--- src/hw/rtl/beep_pkg.sv ---
// ----------------------------------------------------------------------------
// beep_pkg
// Shared widths, command codes, mode codes and reset values for the beeper
// envelope sequencer.
// ----------------------------------------------------------------------------
package beep_pkg;

	localparam int unsigned OP_W    = 3;
	localparam int unsigned VALUE_W = 16;
	localparam int unsigned MODE_W  = 2;
	localparam int unsigned REG_W   = 16;
	localparam int unsigned CFG_IDX_W = 2;

	typedef logic [OP_W-1:0]    op_t;
	typedef logic [VALUE_W-1:0] value_t;
	typedef logic [MODE_W-1:0]  mode_t;
	typedef logic [REG_W-1:0]   reg_t;
	typedef logic [CFG_IDX_W-1:0] cfg_idx_t;

	// Command codes.
	localparam op_t OP_TICK       = 3'd0;
	localparam op_t OP_START_PER  = 3'd1;
	localparam op_t OP_RETUNE     = 3'd2;
	localparam op_t OP_STOP       = 3'd3;
	localparam op_t OP_START_FIN  = 3'd4;

	// Run modes.
	localparam mode_t MODE_IDLE     = 2'd0;
	localparam mode_t MODE_PERIODIC = 2'd1;
	localparam mode_t MODE_FINITE   = 2'd2;

	// Configuration register indexes.
	localparam cfg_idx_t CFG_ON_MIN  = 2'd0;
	localparam cfg_idx_t CFG_ON_MAX  = 2'd1;
	localparam cfg_idx_t CFG_HYST    = 2'd2;
	localparam cfg_idx_t CFG_FIN_PER = 2'd3;

	// Reset values.
	localparam reg_t RST_ON_MIN   = 16'd40;
	localparam reg_t RST_ON_MAX   = 16'd150;
	localparam reg_t RST_HYST     = 16'd200;
	localparam reg_t RST_FIN_PER  = 16'd250;
	localparam reg_t RST_PERIOD   = 16'd1000;
	localparam reg_t RST_ON_TIME  = 16'd120;

endpackage

--- src/hw/rtl/beep_cmd_if.sv ---
// ----------------------------------------------------------------------------
// beep_cmd_if
// Command channel: valid/ready handshake carrying an op code and a value.
// ----------------------------------------------------------------------------
interface beep_cmd_if;
	import beep_pkg::*;

	logic   valid;
	logic   ready;
	op_t    op;
	value_t value;

	modport source (output valid, output op, output value, input ready);
	modport sink   (input valid, input op, input value, output ready);

endinterface

--- src/hw/rtl/beep_rsp_if.sv ---
// ----------------------------------------------------------------------------
// beep_rsp_if
// Result channel: valid/ready handshake carrying buzzer level and run mode.
// ----------------------------------------------------------------------------
interface beep_rsp_if;
	import beep_pkg::*;

	logic  valid;
	logic  ready;
	logic  buzzer;
	mode_t mode;

	modport source (output valid, output buzzer, output mode, input ready);
	modport sink   (input valid, input buzzer, input mode, output ready);

endinterface

--- src/hw/rtl/beeper_envelope_sequencer.sv ---
// ----------------------------------------------------------------------------
// beeper_envelope_sequencer
// On/off envelope generator for an active buzzer, advanced by tick commands.
// ----------------------------------------------------------------------------
// Timing: a command is held in the command register, and its result moves to the
//   result register when that register is empty or being drained.
// Throughput: one command per cycle while results are taken, set by the
//   state update between the command and result registers.
// Reset: arst_n clears all control state at once; the sequencer comes up idle
//   and silent with the default cadence and configuration registers.
module beeper_envelope_sequencer (
	input  logic                clk,
	input  logic                arst_n,
	input  logic                cfg_we,
	input  beep_pkg::cfg_idx_t  cfg_index,
	input  beep_pkg::reg_t      cfg_data,
	beep_cmd_if.sink            cmd,
	beep_rsp_if.source          rsp
);
	import beep_pkg::*;

	// Configuration registers.
	reg_t on_min_q, on_max_q, hyst_q, fin_per_q;

	// Sequencer state.
	mode_t  mode_q;
	reg_t   period_q;
	reg_t   on_time_q;
	reg_t   phase_q;
	reg_t   beeps_q;
	logic   buzz_q;

	// Command register (stage 1) and result register (stage 2).
	logic   valid_s1;
	op_t    op_s1;
	value_t value_s1;
	logic   valid_s2;
	logic   buzz_s2;
	mode_t  mode_s2;

	logic   adv;

	// The command stage moves on whenever the result register is empty or is
	// being drained in this cycle. A result that waits holds the command stage,
	// and intake stops once that stage is full.
	assign adv       = valid_s1 && (!valid_s2 || rsp.ready);
	assign cmd.ready = !valid_s1 || adv;

	assign rsp.valid  = valid_s2;
	assign rsp.buzzer = buzz_s2;
	assign rsp.mode   = mode_s2;

	// Configuration writes land directly; the user must write only while idle, as the block does not enforce it.
	always_ff @(posedge clk or negedge arst_n) begin
		if (!arst_n) begin
			on_min_q  <= RST_ON_MIN;
			on_max_q  <= RST_ON_MAX;
			hyst_q    <= RST_HYST;
			fin_per_q <= RST_FIN_PER;
		end else if (cfg_we) begin
			case (cfg_index)
				CFG_ON_MIN:  on_min_q  <= cfg_data;
				CFG_ON_MAX:  on_max_q  <= cfg_data;
				CFG_HYST:    hyst_q    <= cfg_data;
				CFG_FIN_PER: fin_per_q <= cfg_data;
				default: ;
			endcase
		end
	end

	// A period of zero is taken as one. The finite period is clamped here too.
	reg_t cmd_per, fin_per;
	assign cmd_per = (value_s1 == '0) ? reg_t'(1) : value_s1;
	assign fin_per = (fin_per_q == '0) ? reg_t'(1) : fin_per_q;

	// Cadence: on time is half the period, clamped to the minimum, then to the
	// maximum (so the maximum wins when the two cross), then to the period.
	// Both start commands and retune share one cadence unit; the period source
	// is chosen by op code.
	reg_t cad_per, cad_half, cad_lo, cad_hi, cad_on;
	assign cad_per  = (op_s1 == OP_START_FIN) ? fin_per : cmd_per;
	assign cad_half = cad_per >> 1;
	assign cad_lo   = (cad_half < on_min_q) ? on_min_q : cad_half;
	assign cad_hi   = (cad_lo > on_max_q) ? on_max_q : cad_lo;
	assign cad_on   = (cad_hi >= cad_per) ? cad_per : cad_hi;

	// Retune distance from the current period.
	reg_t diff;
	logic retune_hit;
	assign diff       = (period_q > cmd_per) ? (period_q - cmd_per) : (cmd_per - period_q);
	assign retune_hit = diff > hyst_q;

	// Tick path.
	reg_t phase_inc, beeps_dec;
	assign phase_inc = phase_q + reg_t'(1);
	assign beeps_dec = (beeps_q != '0) ? (beeps_q - reg_t'(1)) : '0;

	// Next state.
	mode_t mode_d;
	reg_t  period_d, on_time_d, phase_d, beeps_d;
	logic  buzz_d;

	always_comb begin
		mode_d    = mode_q;
		period_d  = period_q;
		on_time_d = on_time_q;
		phase_d   = phase_q;
		beeps_d   = beeps_q;
		buzz_d    = buzz_q;
		case (op_s1)
			OP_TICK: begin
				if (mode_q != MODE_IDLE) begin
					phase_d = phase_inc;
					if (phase_inc == on_time_q) begin
						buzz_d = 1'b0;
					end
					// End of a period restarts the phase and, unless the
					// finite count just ran out, turns the buzzer back on.
					if (phase_inc >= period_q) begin
						phase_d = '0;
						buzz_d  = 1'b1;
						if (mode_q == MODE_FINITE) begin
							beeps_d = beeps_dec;
							if (beeps_dec == '0) begin
								mode_d = MODE_IDLE;
								buzz_d = 1'b0;
							end
						end
					end
				end
			end
			OP_START_PER: begin
				period_d  = cad_per;
				on_time_d = cad_on;
				phase_d   = '0;
				mode_d    = MODE_PERIODIC;
				buzz_d    = 1'b1;
			end
			OP_RETUNE: begin
				// Only period and on time change; phase, buzzer and mode stay.
				if (retune_hit) begin
					period_d  = cad_per;
					on_time_d = cad_on;
				end
			end
			OP_STOP: begin
				mode_d = MODE_IDLE;
				buzz_d = 1'b0;
			end
			OP_START_FIN: begin
				// A finite start with a count of zero behaves as a stop.
				if (value_s1 == '0) begin
					mode_d = MODE_IDLE;
					buzz_d = 1'b0;
				end else begin
					period_d  = cad_per;
					on_time_d = cad_on;
					phase_d   = '0;
					beeps_d   = value_s1;
					mode_d    = MODE_FINITE;
					buzz_d    = 1'b1;
				end
			end
			default: ;
		endcase
	end

	// Control and state registers.
	always_ff @(posedge clk or negedge arst_n) begin
		if (!arst_n) begin
			valid_s1  <= 1'b0;
			valid_s2  <= 1'b0;
			mode_q    <= MODE_IDLE;
			period_q  <= RST_PERIOD;
			on_time_q <= RST_ON_TIME;
			phase_q   <= '0;
			beeps_q   <= '0;
			buzz_q    <= 1'b0;
		end else begin
			if (cmd.ready) begin
				valid_s1 <= cmd.valid;
			end
			if (adv) begin
				valid_s2  <= 1'b1;
				mode_q    <= mode_d;
				period_q  <= period_d;
				on_time_q <= on_time_d;
				phase_q   <= phase_d;
				beeps_q   <= beeps_d;
				buzz_q    <= buzz_d;
			end else if (rsp.ready) begin
				valid_s2 <= 1'b0;
			end
		end
	end

	// Payload registers need no reset.
	always_ff @(posedge clk) begin
		if (cmd.valid && cmd.ready) begin
			op_s1    <= cmd.op;
			value_s1 <= cmd.value;
		end
		if (adv) begin
			buzz_s2 <= buzz_d;
			mode_s2 <= mode_d;
		end
	end

endmodule

--- src/flat_wrapper.sv ---
// flat-port wrapper written by rule: the top's interface ports become plain ports
module beeper_envelope_sequencer_flat import beep_pkg::*;
  (clk, arst_n, cfg_we, cfg_index, cfg_data, cmd_valid, cmd_op, cmd_value, cmd_ready, rsp_valid, rsp_buzzer, rsp_mode, rsp_ready);
  beep_cmd_if cmd_i ();
  beep_rsp_if rsp_i ();
  input  logic clk;
  input  logic arst_n;
  input  logic cfg_we;
  input  beep_pkg::cfg_idx_t cfg_index;
  input  beep_pkg::reg_t cfg_data;
  input wire logic [$bits(cmd_i.valid)-1:0] cmd_valid;
  input wire logic [$bits(cmd_i.op)-1:0] cmd_op;
  input wire logic [$bits(cmd_i.value)-1:0] cmd_value;
  output wire logic [$bits(cmd_i.ready)-1:0] cmd_ready;
  output wire logic [$bits(rsp_i.valid)-1:0] rsp_valid;
  output wire logic [$bits(rsp_i.buzzer)-1:0] rsp_buzzer;
  output wire logic [$bits(rsp_i.mode)-1:0] rsp_mode;
  input wire logic [$bits(rsp_i.ready)-1:0] rsp_ready;
  assign cmd_i.valid = cmd_valid;
  assign cmd_i.op = cmd_op;
  assign cmd_i.value = cmd_value;
  assign cmd_ready = cmd_i.ready;
  assign rsp_valid = rsp_i.valid;
  assign rsp_buzzer = rsp_i.buzzer;
  assign rsp_mode = rsp_i.mode;
  assign rsp_i.ready = rsp_ready;
  beeper_envelope_sequencer u_core (.clk(clk), .arst_n(arst_n), .cfg_we(cfg_we), .cfg_index(cfg_index), .cfg_data(cfg_data), .cmd(cmd_i), .rsp(rsp_i));
endmodule
--- config.mk ---
export PLATFORM = sky130hd
export DESIGN_NAME = beeper_envelope_sequencer_flat
export DESIGN_NICKNAME = d
export VERILOG_FILES = /design/src/hw/rtl/beep_pkg.sv /design/src/hw/rtl/beep_cmd_if.sv /design/src/hw/rtl/beep_rsp_if.sv /design/src/hw/rtl/beeper_envelope_sequencer.sv /design/src/flat_wrapper.sv
export SDC_FILE = /design/constraint.sdc
export NUM_CORES = 1
export LEC_CHECK = 0
export BUFFER_PORTS_ARGS = -buffer_cell sky130_fd_sc_hd__buf_2
export CELL_PAD_IN_SITES_DETAIL_PLACEMENT = 1
export CELL_PAD_IN_SITES_GLOBAL_PLACEMENT = 1
export CORE_MARGIN = 10
export CORE_UTILIZATION = 35
export DETAILED_ROUTE_END_ITERATION = 16
export PLACE_DENSITY = 0.58
export SKIP_LAST_GASP = 1
export SLEW_MARGIN = 20
export SYNTH_ARGS = -nofsm -noshare
export SYNTH_HDL_FRONTEND = slang
export SYNTH_SLANG_ARGS = --single-unit
--- constraint.sdc ---
create_clock -name clk -period 12.78 [get_ports clk]
set_input_delay 0.639 -clock clk [delete_from_list [all_inputs] [get_ports clk]]
set_output_delay 0.639 -clock clk [all_outputs]
set_load 0.02 [all_outputs]
==> Word-level counts from Yosys, hierarchy flattened <==
Cells that the tools add are included.
{ "totals": {"input_bits": 42, "word_cells": 102, "register_bits": 155, "output_inout_bits": 5} }
{ "classes": {"eq_ne": 14, "add_sub_neg": 4, "reduce_logical": 24, "n_mux": 38, "n_lt_le_gt_ge": 6} }
{ "op_table": {"columns": ["operator", "n"], "rows": [
  ["$mux 16", 19],
  ["$pmux 16 s3", 3],
  ["$gt 16x16->1", 3],
  ["$logic_not 16->1", 3],
  ["$ge 16x16->1", 2],
  ["$pmux 16 s2", 1],
  ["$sub 16x16->16", 2],
  ["$add 16x1->16 const B", 1],
  ["$eq 16x16->1", 1],
  ["$lt 15x16->1", 1],
  ["$reduce_bool 16->1", 1],
  ["$sub 16x1->16 const B", 1],
  ["$mux 2", 5],
  ["$mux 1", 8],
  ["$ne 2x1->1 const B", 4],
  ["$pmux 2 s4", 1],
  ["$reduce_and 2->1", 4],
  ["$reduce_and 4->1", 2],
  ["$eq 2x2->1 const B", 3],
  ["$eq 3x2->1 const B", 2],
  ["$reduce_and 6->1", 1],
  ["$reduce_bool 2->1", 3],
  ["$reduce_bool 3->1", 2],
  ["$pmux 1 s4", 1],
  ["9 further kinds", 12]
]} }

==> Longest topological paths before layout <==
Gate-level depths: netlist of the first run.
{ "logic_depth": {"depth_word": 11, "ltp_mapped": 31} }

==> Worst setup path after synthesis of the first run <==
Ideal clock, no wire load.
{ "synth_path": {"kind": "register -> register", "start": "register u_core.op_s1[1]", "end": "register u_core.on_time_q[0]", "period_less_slack_ns": 6.840, "setup_time_ns": 0.125, "path_buffers": 5, "t_arrival_ns": 6.715, "setup_slack_ns": 5.940, "stages_incl_launch_ff": 29, "path_cell_list": "edfxtp_1 clkbuf_1 or2b_1 nor2_1 clkbuf_1 nand2_1 o21ai_0 ha_1 a211oi_1 nor2_1 o31a_1 a31oi_4 buf_8 mux2i_1 ha_1 nand4_1 nor4_1 a2111oi_0 a31oi_1 clkbuf_1 mux2_2 ha_1 and4_1 a41oi_1 a41o_1 a21oi_1 clkbuf_1 o21ai_1 mux2_2"} }
{ "synth_between": {"elab_chain_len": 10, "word_cells_on_any_way": 17, "classes_between": "order compare (3); eq/ne (5); mux (7); reduce/logical (2)"} }
{ "synth_lines": {"columns": ["item", "line_no", "source"], "rows": [
  ["start, declared", "beeper_envelope_sequencer.sv:35", "op_t op_s1;"],
  ["start signal, assigned", "beeper_envelope_sequencer.sv:200", "op_s1 <= cmd.op;"],
  ["$eq 3x3->1 (*)", "beeper_envelope_sequencer.sv:81", "assign cad_per = (op_s1 == OP_START_FIN) ? fin_per : cmd_per;"],
  ["$mux 16 (*)", "beeper_envelope_sequencer.sv:81", null],
  ["net u_core.cad_per[13]", "beeper_envelope_sequencer.sv:80", "reg_t cad_per, cad_half, cad_lo, cad_hi, cad_on;"],
  ["$lt 15x16->1", "beeper_envelope_sequencer.sv:83", "assign cad_lo = (cad_half < on_min_q) ? on_min_q : cad_half;"],
  ["$mux 16", "beeper_envelope_sequencer.sv:83", null],
  ["$gt 16x16->1", "beeper_envelope_sequencer.sv:84", "assign cad_hi = (cad_lo > on_max_q) ? on_max_q : cad_lo;"],
  ["$mux 16", "beeper_envelope_sequencer.sv:84", null],
  ["$ge 16x16->1", "beeper_envelope_sequencer.sv:85", "assign cad_on = (cad_hi >= cad_per) ? cad_per : cad_hi;"],
  ["$mux 16 (*)", "beeper_envelope_sequencer.sv:85", null],
  ["$mux 16, on equally long branches", "beeper_envelope_sequencer.sv:152, beeper_envelope_sequencer.sv:141", null],
  ["$pmux 16 s3 (*)", "beeper_envelope_sequencer.sv:110", "case (op_s1)"],
  ["end signal, assigned", "beeper_envelope_sequencer.sv:187", "on_time_q <= on_time_d;"],
  ["end, declared", "beeper_envelope_sequencer.sv:28", "reg_t on_time_q;"]
]} }
The timed path passes the listed nets; every way through them passes the cells marked *. The select of a mux whose other input is x is not followed.
A chain may end at the register's enable or synchronous reset.

==> Worst setup path in the final report of the first run <==
{ "layout_path": {"start": "register u_core.op_s1[2]", "end": "register u_core.on_time_q[2]"} }
The elaborated chain is that of the path after synthesis.

==> results by group, run 1 <==
Run status
  • Outcome: complete, no violations

Clock tree
  • CTS Hold Buffers Added: 0
  • Post-CTS resize count: 0
  • CTS buffer count: 17
  • Sink Count: 155
  • H-Tree Depth: 4
  • Clock tree buffer depth: 2
  • Worst-path clk slew: 0.07 ns
  • Worst-Skew Late Latency: 0.46 ns
  • CTS tree: built
  • Postcts setup bufs: 0
  • Clk root buf: clkbuf_16

Route
  • Detail Route Antenna Nets: 0
  • DR WL/cell: 22.12 microns
  • Via count: 9180
  • DRC violations left: 0
  • Drt total wl: 36910 microns
  • DR pass1 iterations: 5
  • Vias/cell: 5.500
  • DR iter-0 viols: 580

Cells and area
  • ANT cells: 0
  • Final Cell Area: 12430 sq um
  • Area Overhead vs Synth: 10.29%
  • Nets@finish: 1410
  • Share of post-route cells with drive strength above 1: 0.1555

Power and ir drop
  • Pwr dens: 210.0 nW/um^2
  • Pleak: 5.670 nW
  • IR drop worst, VDD: 117.6 uV

Yosys
  • Primary FF master, synth: dfrtp_1
  • Sequential area share after synthesis: 0.3567
  • Count leader, synth: inv_1
  • FFs w/ async S/R, synth: 0.8581
  • YS warnings: 0
  • Library cells used by synthesis: 73
  • Mapped Cells: 1245
  • Syn Nets: 1401
  • Post-synth top cells: inv_1, ha_1, nand2_1
  • Synth area leaders: dfrtp_1, ha_1, mux2_2
  • Mapped cell area: 11270 sq um
  • Avg Synthesized Cell Area: 9.053 sq um
  • #FFs+latches synth: 155
  • Yosys top cell area share: 0.2398
  • Cell taking the most area after synthesis: dfrtp_1
  • Post-synth EDFFs: 22

Setup path
  • Startpoint Class: flip-flop
  • R2R Path End: u_core.on_time_q[2]
  • Reg2reg setup slack: 5.48 ns
  • Worst Path Arrival: 7.62 ns
  • WS Path Type: flip-flop to flip-flop
  • Crit path max fanout: 46
  • Worst EP required: 13.10 ns
  • R2r startpoint: u_core.op_s1[2]
  • Max stage delay cell, worst path: edfxtp_1
  • R2R cell count: 26
  • Buf+Inv Stages, Crit Path: 3
  • Largest stage delay, worst path: 0.62 ns
  • CP Capture Type: flip-flop
  • Kind of cell adding the most delay to the critical path: compound AO/OA/AOI/OAI gates

Floorplan
  • Die X: 199.5 microns
  • Top Ports: 47
  • Die Area: 39780 sq um
  • FP Rows: 65
  • Chip Height: 199.5 microns
  • Core region area: 31640 sq um
  • Starting Density: 0.3563

Global routing
  • Vias in the first global route: 9685
  • Initial antenna violation count: 0
  • Pin count of the biggest net entering global routing: 74
  • Gr usage total: 0.1930
  • Global route overflow: 0
  • First-pass GRT wire length: 58210 microns

Timing
  • Setup_tns: 0 ns
  • Hold slack: 0.1767 ns
  • Fin. Hold Viols: 0
  • Fmax: 137.0 MHz
  • Setup violators final: 0
  • Unrepaired setup endpoints after global routing: false
  • Max_slew headroom: 0.3465
  • Measured slew at the worst slew-check pin: 0.9803 ns
  • Max Slew Vio Count: 0
  • Final clock skew: 0.01877 ns
  • Final critical-path share of the clock period: 0.5711
  • Min Tclk post-route: 7.299 ns

Run
  • Max-cap violations: 0

Min path
  • HP Class: primary input to async pin

Placement
  • Placed inst area: 11840 sq um
  • RePlAce Congestion: 0.8849
  • Port bufs: 46
  • Hpwl dp: 29150 microns
==> stage by stage <==
step	worst slack, ns	instances	util	power (mW)
floorplan	5.940	1245	-	1.684
global placement	5.681	1637	0.3743	2.066
detailed placement	5.539	1637	0.3743	2.088
CTS	5.516	1669	0.3929	2.628
global route	4.818	1669	0.3929	2.845
finish	5.481	1669	0.3929	2.611
==> how the worst max path moves through the flow <==
stage / start / endpoint / slack [ns] / depth (start not counted)
2_1_floorplan: u_core.op_s1[1] / u_core.on_time_q[0] / 5.94 / 28
3_3_place_gp: u_core.op_s1[2] / u_core.on_time_q[0] / 5.68 / 26
3_5_place_dp: u_core.op_s1[2] / u_core.on_time_q[0] / 5.54 / 25
4_1_cts: u_core.op_s1[2] / u_core.on_time_q[0] / 5.52 / 25
5_1_grt: u_core.op_s1[2] / u_core.on_time_q[0] / 4.82 / 26
6_report: u_core.op_s1[2] / u_core.on_time_q[2] / 5.48 / 26
==> power breakdown <==
group	leakage [nW]	internal [mW]	total [mW]	switching, mW
clock network	0.294	0.301	0.524	0.223
registers	1.80	0.639	0.774	0.135
logic	3.57	0.536	1.31	0.777
==> state kept, by name, indices dropped and copies added, names as in the netlist, 2 cells and up <==
name	count
u_core.beeps_q	16
u_core.fin_per_q	16
u_core.hyst_q	16
u_core.mode_q	2
u_core.on_max_q	16
u_core.on_min_q	16
u_core.on_time_q	16
u_core.op_s1	3
u_core.period_q	16
u_core.phase_q	16
u_core.rsp.mode	2
u_core.value_s1	16
==> layer usage <==
metal	share of wire	track usage	wire [microns]	vias to the layer above
met5	0	0	0	-
met4	0.017	0.05496	619	0
met3	0.039	0.03768	1433	33
met2	0.46	0.3095	17000	135
met1	0.48	0.2580	17860	4548
li1	-	-	-	4464
==> area by class of cell <==
class                   count  area (sq um)
clock buffers              21         460.4
clock inverters            11         130.1
inverters                 120         450.4
multi-input cells         904          6555
repair buffers             56         311.5
well taps                 402         503.0
flip-flops and latches    155          4020
fillers                  3643         19210
==> layout by cell type (no fill, tap or decap), drive strengths merged, types with 10 or more instances in the layout <==
| cell | instances |
|---|---|
| a211oi | 10 |
| nor4 | 19 |
| dfstp | 25 |
| mux2i | 30 |
| inv | 125 |
| buf | 56 |
| nand4 | 23 |
| clkbuf | 21 |
| xor2 | 13 |
| a31oi | 11 |
| ha | 112 |
| mux2 | 71 |
| nor2 | 66 |
| dfrtp | 108 |
| nand3 | 16 |
| o21bai | 10 |
| xnor2 | 32 |
| o21ai | 133 |
| nand2 | 110 |
| a21oi | 78 |
| nor3 | 21 |
| a21o | 19 |
| edfxtp | 22 |
==> logic make-up after synthesis <==
family / after synthesis / share of synthesized area
buffers and inverters: 186 / 0.06383
xor gates and xnor gates: 45 / 0.03497
DFF: 155 / 0.3567
muxes: 101 / 0.09758
and+or+nand+nor: 314 / 0.1391
AOI/OAI and AO/OA: 330 / 0.1800
adders and majority gates: 114 / 0.1279
(Power assumes the default switching activity.)
==> run 2, diff against run 1 <==
--- a/config.mk
+++ b/config.mk
@@ -11,7 +11,7 @@
 export CORE_MARGIN = 10
 export CORE_UTILIZATION = 35
 export DETAILED_ROUTE_END_ITERATION = 16
-export PLACE_DENSITY = 0.58
+export PLACE_DENSITY = 0.61
 export SKIP_LAST_GASP = 1
 export SLEW_MARGIN = 20
 export SYNTH_ARGS = -nofsm -noshare
==> constraint.sdc (replaced) <==
create_clock -name clk -period 6.4 [get_ports clk]
set_input_delay 0.32 -clock clk [delete_from_list [all_inputs] [get_ports clk]]
set_output_delay 0.32 -clock clk [all_outputs]
set_load 0.02 [all_outputs]
==> results by group, run 2 (synthesis gave the netlist of run 1 again) <==
Run status
  • Outcome: complete, no violations

Floorplan
  • FP Rows: 65 (unchanged)
  • Starting Density: 0.3563 (unchanged)
  • Core region area: 31640 sq um (unchanged)
  • Chip Height: 199.5 microns (unchanged)
  • Die Area: 39780 sq um (unchanged)
  • Top Ports: 47 (unchanged)
  • Die X: 199.5 microns (unchanged)

Power and ir drop
  • IR drop worst, VDD: 242.0 uV (+110%)
  • Pleak: 5.945 nW (+4.8%)
  • Design Power: 5.566 mW (+110%)
  • Pwr dens: 420.8 nW/um^2 (+100%)

Timing
  • Setup violators final: 0 (unchanged)
  • Min Tclk post-route: 6.289 ns (-1.009 ns)
  • Hold slack: 0.03304 ns (-0.1437 ns)
  • Max Slew Vio Count: 0 (unchanged)
  • Unrepaired setup endpoints after global routing: true
  • Final critical-path share of the clock period: 0.9827 (+0.4116)
  • Final clock skew: 0.01398 ns (-0.004792 ns)
  • Max_slew headroom: 0.2378 (-0.1086)
  • Fin. Hold Viols: 0 (unchanged)
  • Fmax: 159.0 MHz (+16%)
  • Final worst slack: 0.1107 ns (-5.371 ns)
  • Measured slew at the worst slew-check pin: 1.134 ns (+0.1532 ns)

Placement
  • Placed cell count: 1669 (+2.0%)
  • RePlAce Congestion: 0.8877 (+0.32%)
  • Hpwl dp: 29600 microns (+1.6%)
  • Post-place setup slack: -0.1939 ns (-5.733 ns)
  • Port bufs: 46 (unchanged)

Clock tree
  • H-Tree Depth: 4 (unchanged)
  • Worst-path clk slew: 0.08 ns (about the same)
  • Worst-Skew Late Latency: 0.46 ns (about the same)
  • CTS buffer count: 17 (unchanged)
  • Clock tree buffer depth: 2 (unchanged)
  • Sink Count: 155 (unchanged)
  • CTS tree: built
  • Clk root buf: clkbuf_16

Setup path
  • R2R Path End: u_core.on_time_q[15]
  • Startpoint Class: flip-flop
  • Reg2reg setup slack: 0.11 ns (-5.37 ns)
  • Max stage delay cell, worst path: edfxtp_1
  • WS Path Type: flip-flop to flip-flop
  • Largest stage delay, worst path: 0.39 ns (-0.23 ns)
  • CP Capture Type: flip-flop
  • R2R cell count: 29 (+12%)
  • Worst Path Arrival: 6.64 ns (-0.98 ns)
  • R2r startpoint: u_core.op_s1[1]
  • Crit path max fanout: 7 (-85%)
  • Worst EP required: 6.75 ns (-6.35 ns)

Min path
  • Hold Path Sink: u_core.value_s1[6]
  • HP Class: primary input to flip-flop
  • Hold Startpoint: cmd_value[6]
  • Hold Crit Depth: 1

Cells and area
  • FILL cells: 3594 (-1.3%)
  • ANT cells: 0 (unchanged)
  • Area Overhead vs Synth: 17.36%
  • Most frequent cells in the layout: inv_1, nand2_1, dfrtp_1
  • Nets@finish: 1456 (+3.3%)
  • Final Core Density: 0.4181 (+0.02519)
  • Commonest non-fill, non-tap cell in the layout: inv_1
  • Share of post-route cells with drive strength above 1: 0.2140 (+0.05853)
  • Layout Cells excl Fill: 1715 (+2.8%)

Route
  • Detail Route Antenna Nets: 0 (unchanged)
  • DRC violations left: 0 (unchanged)
  • Via count: 9602 (+4.6%)
  • Vias/cell: 5.599 (+1.8%)
  • DR pass1 iterations: 4 (-1)
  • Drt total wl: 38700 microns (+4.8%)
  • DR iter-0 viols: 514 (-11%)
  • DR WL/cell: 22.56 microns (+2.0%)

Global routing
  • Pin count of the biggest net entering global routing: 69 (-6.8%)
  • Vias in the first global route: 10.04k (+3.7%)
  • First-pass GRT wire length: 59520 microns (+2.3%)
  • Gr usage total: 0.1973 (+0.004332)
  • Global route overflow: 0 (unchanged)
  • Initial antenna violation count: 0 (unchanged)

Run
  • Max-cap violations: 0 (unchanged)
## run 2: cell types whose count changed in the layout (fill, tap and decap cells not counted), sizes merged
cell and change:
bufinv -1, inv +2, dlygate4sd3 +1, buf +42, clkinv +2
## run 2: worst max path at each step
stage	end	from	slack (ns)	cells past startpoint
finish	u_core.on_time_q[15]	u_core.op_s1[1]	0.11	29
global route	u_core.on_time_q[0]	u_core.op_s1[1]	-0.1	31
CTS	u_core.on_time_q[0]	u_core.op_s1[1]	0.01	29
detailed placement	u_core.on_time_q[15]	u_core.op_s1[1]	-0.19	27
global placement	u_core.on_time_q[0]	u_core.op_s1[1]	0.06	28
floorplan	u_core.on_time_q[15]	u_core.op_s1[1]	0.01	27
## run 2: metal layers
layer	GRT usage	vias to the layer above	part of all wire
li1	-	4561	-
met5	0	-	0
met1	0.2601	4829	0.47
met3	0.03600	44	0.038
met4	0.06085	0	0.022
met2	0.3208	168	0.47
## run 2: final cells by class
class / count / area (sq um) / share of cell area
inverters: 120 / 450.4 / 0.03405
well taps: 402 / 503.0 / 0.03802
clock inverters: 14 / 176.4 / 0.01334
flip-flops and latches: 155 / 4020 / 0.3039
repair buffers: 102 / 760.7 / 0.05751
multi-input cells: 904 / 6878 / 0.5200
clock buffers: 18 / 439.2 / 0.03320
## run 2: where the power goes
group | leakage [nW] | internal (mW) | switching [mW]
registers | 1.80 | 1.27 | 0.261
clock network | 0.302 | 0.572 | 0.508
logic | 3.84 | 1.24 | 1.71
total | 5.94 | 3.08 | 2.48
## run 2: metrics by stage
step                      TNS [ns]  cell area [sq um]
after global routing       -0.2924              13230
final                            0              13230
after global placement           0              12110
after CTS                        0              12770
after floorplan                  0              11290
after detailed placement    -1.247              12110
## run 2: repair_timing
action | 4_1_cts | 5_1_grt
pin swaps | 1 | 15
setup buffers | 2 | 7
endpoints found under the hold margin | 56 | 0
gates resized for setup | 2 | 65
setup endpoints to repair | 16 | 32
hold buffers | 1 | 0
gates cloned | 0 | 4
## run 2: worst max-delay path: cells and delay by family (launching register included)
kind	cells	cell delay [ns]
compound gates	10	2.19
buf+inv	5	0.77
mux	4	1.15
simple gates	7	0.91
flops	1	0.39
fa+ha+maj	3	0.75
==> run 3, diff against run 2 <==
--- a/config.mk
+++ b/config.mk
@@ -12,6 +12,7 @@
 export CORE_UTILIZATION = 35
 export DETAILED_ROUTE_END_ITERATION = 16
 export PLACE_DENSITY = 0.61
+export RECOVER_POWER = 50
 export SKIP_LAST_GASP = 1
 export SLEW_MARGIN = 20
 export SYNTH_ARGS = -nofsm -noshare
==> results by group, run 3 (synthesis gave the netlist of run 1 again) <==
Run status
  • Outcome: complete, but fails checks
  • Failing checks: capacitance limit, slew limit

Power and ir drop
  • Design Power: 5.560 mW (-0.10%)
  • Clock power share: 0.194 (about the same)
  • Pwr dens: 421.1 nW/um^2 (about the same)
  • Internal cell power: 3.082 mW (about the same)
  • Pleak: 5.914 nW (-0.51%)
  • Logic pwr share: 0.530 (about the same)
  • Switch share: 0.4457 (about the same)
  • Switching pwr: 2.478 mW (-0.18%)
  • Sequential share of power: 0.276 (about the same)
  • IR drop worst, VDD: 242.4 uV (+0.15%)

Timing
  • Fin. Hold Viols: 0 (unchanged)
  • Min Tclk post-route: 6.281 ns (-0.008730 ns)
  • Setup_tns: 0 ns (unchanged)
  • Measured slew at the worst slew-check pin: 4.123 ns (+2.990 ns)
  • Hold slack: 0.03317 ns (+0.0001287 ns)
  • Max_slew headroom: -1.749 (-1.987)
  • Final worst slack: 0.1194 ns (+0.008730 ns)
  • Setup violators final: 0 (unchanged)
  • Final critical-path share of the clock period: 0.9813 (-0.001364)
  • Unrepaired setup endpoints after global routing: true
  • Final clock skew: 0.01254 ns (-0.001440 ns)
  • Max Slew Vio Count: 69 (+69)
  • Fmax: 159.2 MHz (+0.14%)

Setup path
  • Largest stage delay, worst path: 0.39 ns (about the same)
  • Max stage delay cell, worst path: edfxtp_1
  • CP Capture Type: flip-flop
  • Critical path depth: 29 (unchanged)
  • Kind of cell adding the most delay to the critical path: compound AO/OA/AOI/OAI gates
  • Worst EP required: 6.75 ns (about the same)
  • Crit path max fanout: 7 (unchanged)
  • Worst Path Arrival: 6.63 ns (about the same)
  • WS Path Type: flip-flop to flip-flop
  • Startpoint Class: flip-flop
  • Buf+Inv Stages, Crit Path: 5 (unchanged)
  • R2R cell count: 29 (unchanged)

Global routing
  • Pin count of the biggest net entering global routing: 69 (unchanged)
  • Global route overflow: 0 (unchanged)
  • Initial antenna violation count: 0 (unchanged)
  • Gr usage total: 0.1973 (unchanged)
  • Vias in the first global route: 10.04k (unchanged)
  • First-pass GRT wire length: 59520 microns (unchanged)

Route
  • Via count: 9592 (-0.10%)
  • DRC violations left: 0 (unchanged)
  • Vias/cell: 5.593 (-0.10%)
  • DR pass1 iterations: 5 (+1)
  • DR WL/cell: 22.53 microns (-0.15%)
  • Detail Route Antenna Nets: 0 (unchanged)
  • Drt total wl: 38640 microns (-0.15%)
  • DR iter-0 viols: 557 (+8.4%)

Cells and area
  • Final Cell Area: 13200 sq um (-0.19%)
  • Most frequent cells in the layout: inv_1, nand2_1, dfrtp_1
  • Layout Cells excl Fill: 1715 (unchanged)
  • Area Overhead vs Synth: 17.14%
  • Share of post-route cells with drive strength above 1: 0.2064 (-0.007616)
  • ANT cells: 0 (unchanged)
  • Final Core Density: 0.4173 (-0.0007910)
  • Commonest non-fill, non-tap cell in the layout: inv_1
  • Nets@finish: 1456 (unchanged)

Floorplan
  • Starting Density: 0.3563 (unchanged)
  • Chip Height: 199.5 microns (unchanged)
  • FP Rows: 65 (unchanged)
  • Die X: 199.5 microns (unchanged)
  • Die Area: 39780 sq um (unchanged)
  • Core region area: 31640 sq um (unchanged)
  • Top Ports: 47 (unchanged)

Clock tree
  • Clk root buf: clkbuf_16
  • H-Tree Depth: 4 (unchanged)
  • Sink Count: 155 (unchanged)
  • Worst-Skew Late Latency: 0.46 ns (about the same)
  • CTS tree: built
  • Worst-path clk slew: 0.08 ns (about the same)
  • CTS buffer count: 17 (unchanged)
  • Clock tree buffer depth: 2 (unchanged)

Placement
  • Post-place setup slack: -0.1939 ns (unchanged)
  • Placed cell count: 1669 (unchanged)
  • Hpwl dp: 29600 microns (unchanged)
  • Placed inst area: 12110 sq um (unchanged)
  • Port bufs: 46 (unchanged)
  • RePlAce Congestion: 0.8877 (unchanged)

Run
  • Max-cap violations: 1 (+1)

Min path
  • HP Class: primary input to flip-flop
  • Hold Crit Depth: 1 (unchanged)
[run 3: final cells by class]
| cell class | instances | area (sq um) |
|---|---|---|
| Clock buffer | 18 | 439.2 |
| Clock inverter | 14 | 176.4 |
| Fill cell | 3602 | 18430 |
| Inverter | 120 | 450.4 |
| Multi-Input combinational cell | 904 | 6873 |
| Sequential cell | 155 | 4020 |
| Tap cell | 402 | 503.0 |
| Timing Repair Buffer | 102 | 740.7 |
[run 3: layer usage]
layer  GRT usage  wire (microns)  vias up
li1            -               -     4554
met1      0.2601           18350     4839
met2      0.3208           18030      157
met3     0.03600            1416       42
met4     0.06085             850        0
met5           0               0        -
[run 3: power by group through the flow]
stage / Clock (mW) / Combinational, mW / Sequential, mW
2_1_floorplan: 0 / 1.93 / 1.45
3_3_place_gp: 0 / 2.64 / 1.54
3_5_place_dp: 0 / 2.71 / 1.55
4_1_cts: 1.10 / 2.77 / 1.53
5_1_grt: 1.15 / 3.27 / 1.58
6_report: 1.08 / 2.95 / 1.54
[run 3: path summary, 6_finish.rpt]
check                                     from                    to  slack (ns)
max                            u_core.op_s1[1]  u_core.on_time_q[15]        0.12
min                               cmd_value[6]    u_core.value_s1[6]        0.03
max reg2reg                    u_core.op_s1[1]  u_core.on_time_q[15]        0.12
min reg2reg                u_core.on_time_q[5]   u_core.on_time_q[5]        0.48
max in group asynchronous               arst_n   u_core.on_max_q[11]        1.98
min in group asynchronous               arst_n     u_core.beeps_q[0]        1.85
[run 3: what timing repair did]
item                                    in CTS  in global routing
endpoints found under the setup margin      16                 32
gates resized for setup                      2                 65
buffers inserted                             2                  7
cloned                                       0                  4
hold buffers                                 1                  0
endpoints found under the hold margin       56                  0
pin swaps                                    1                 15
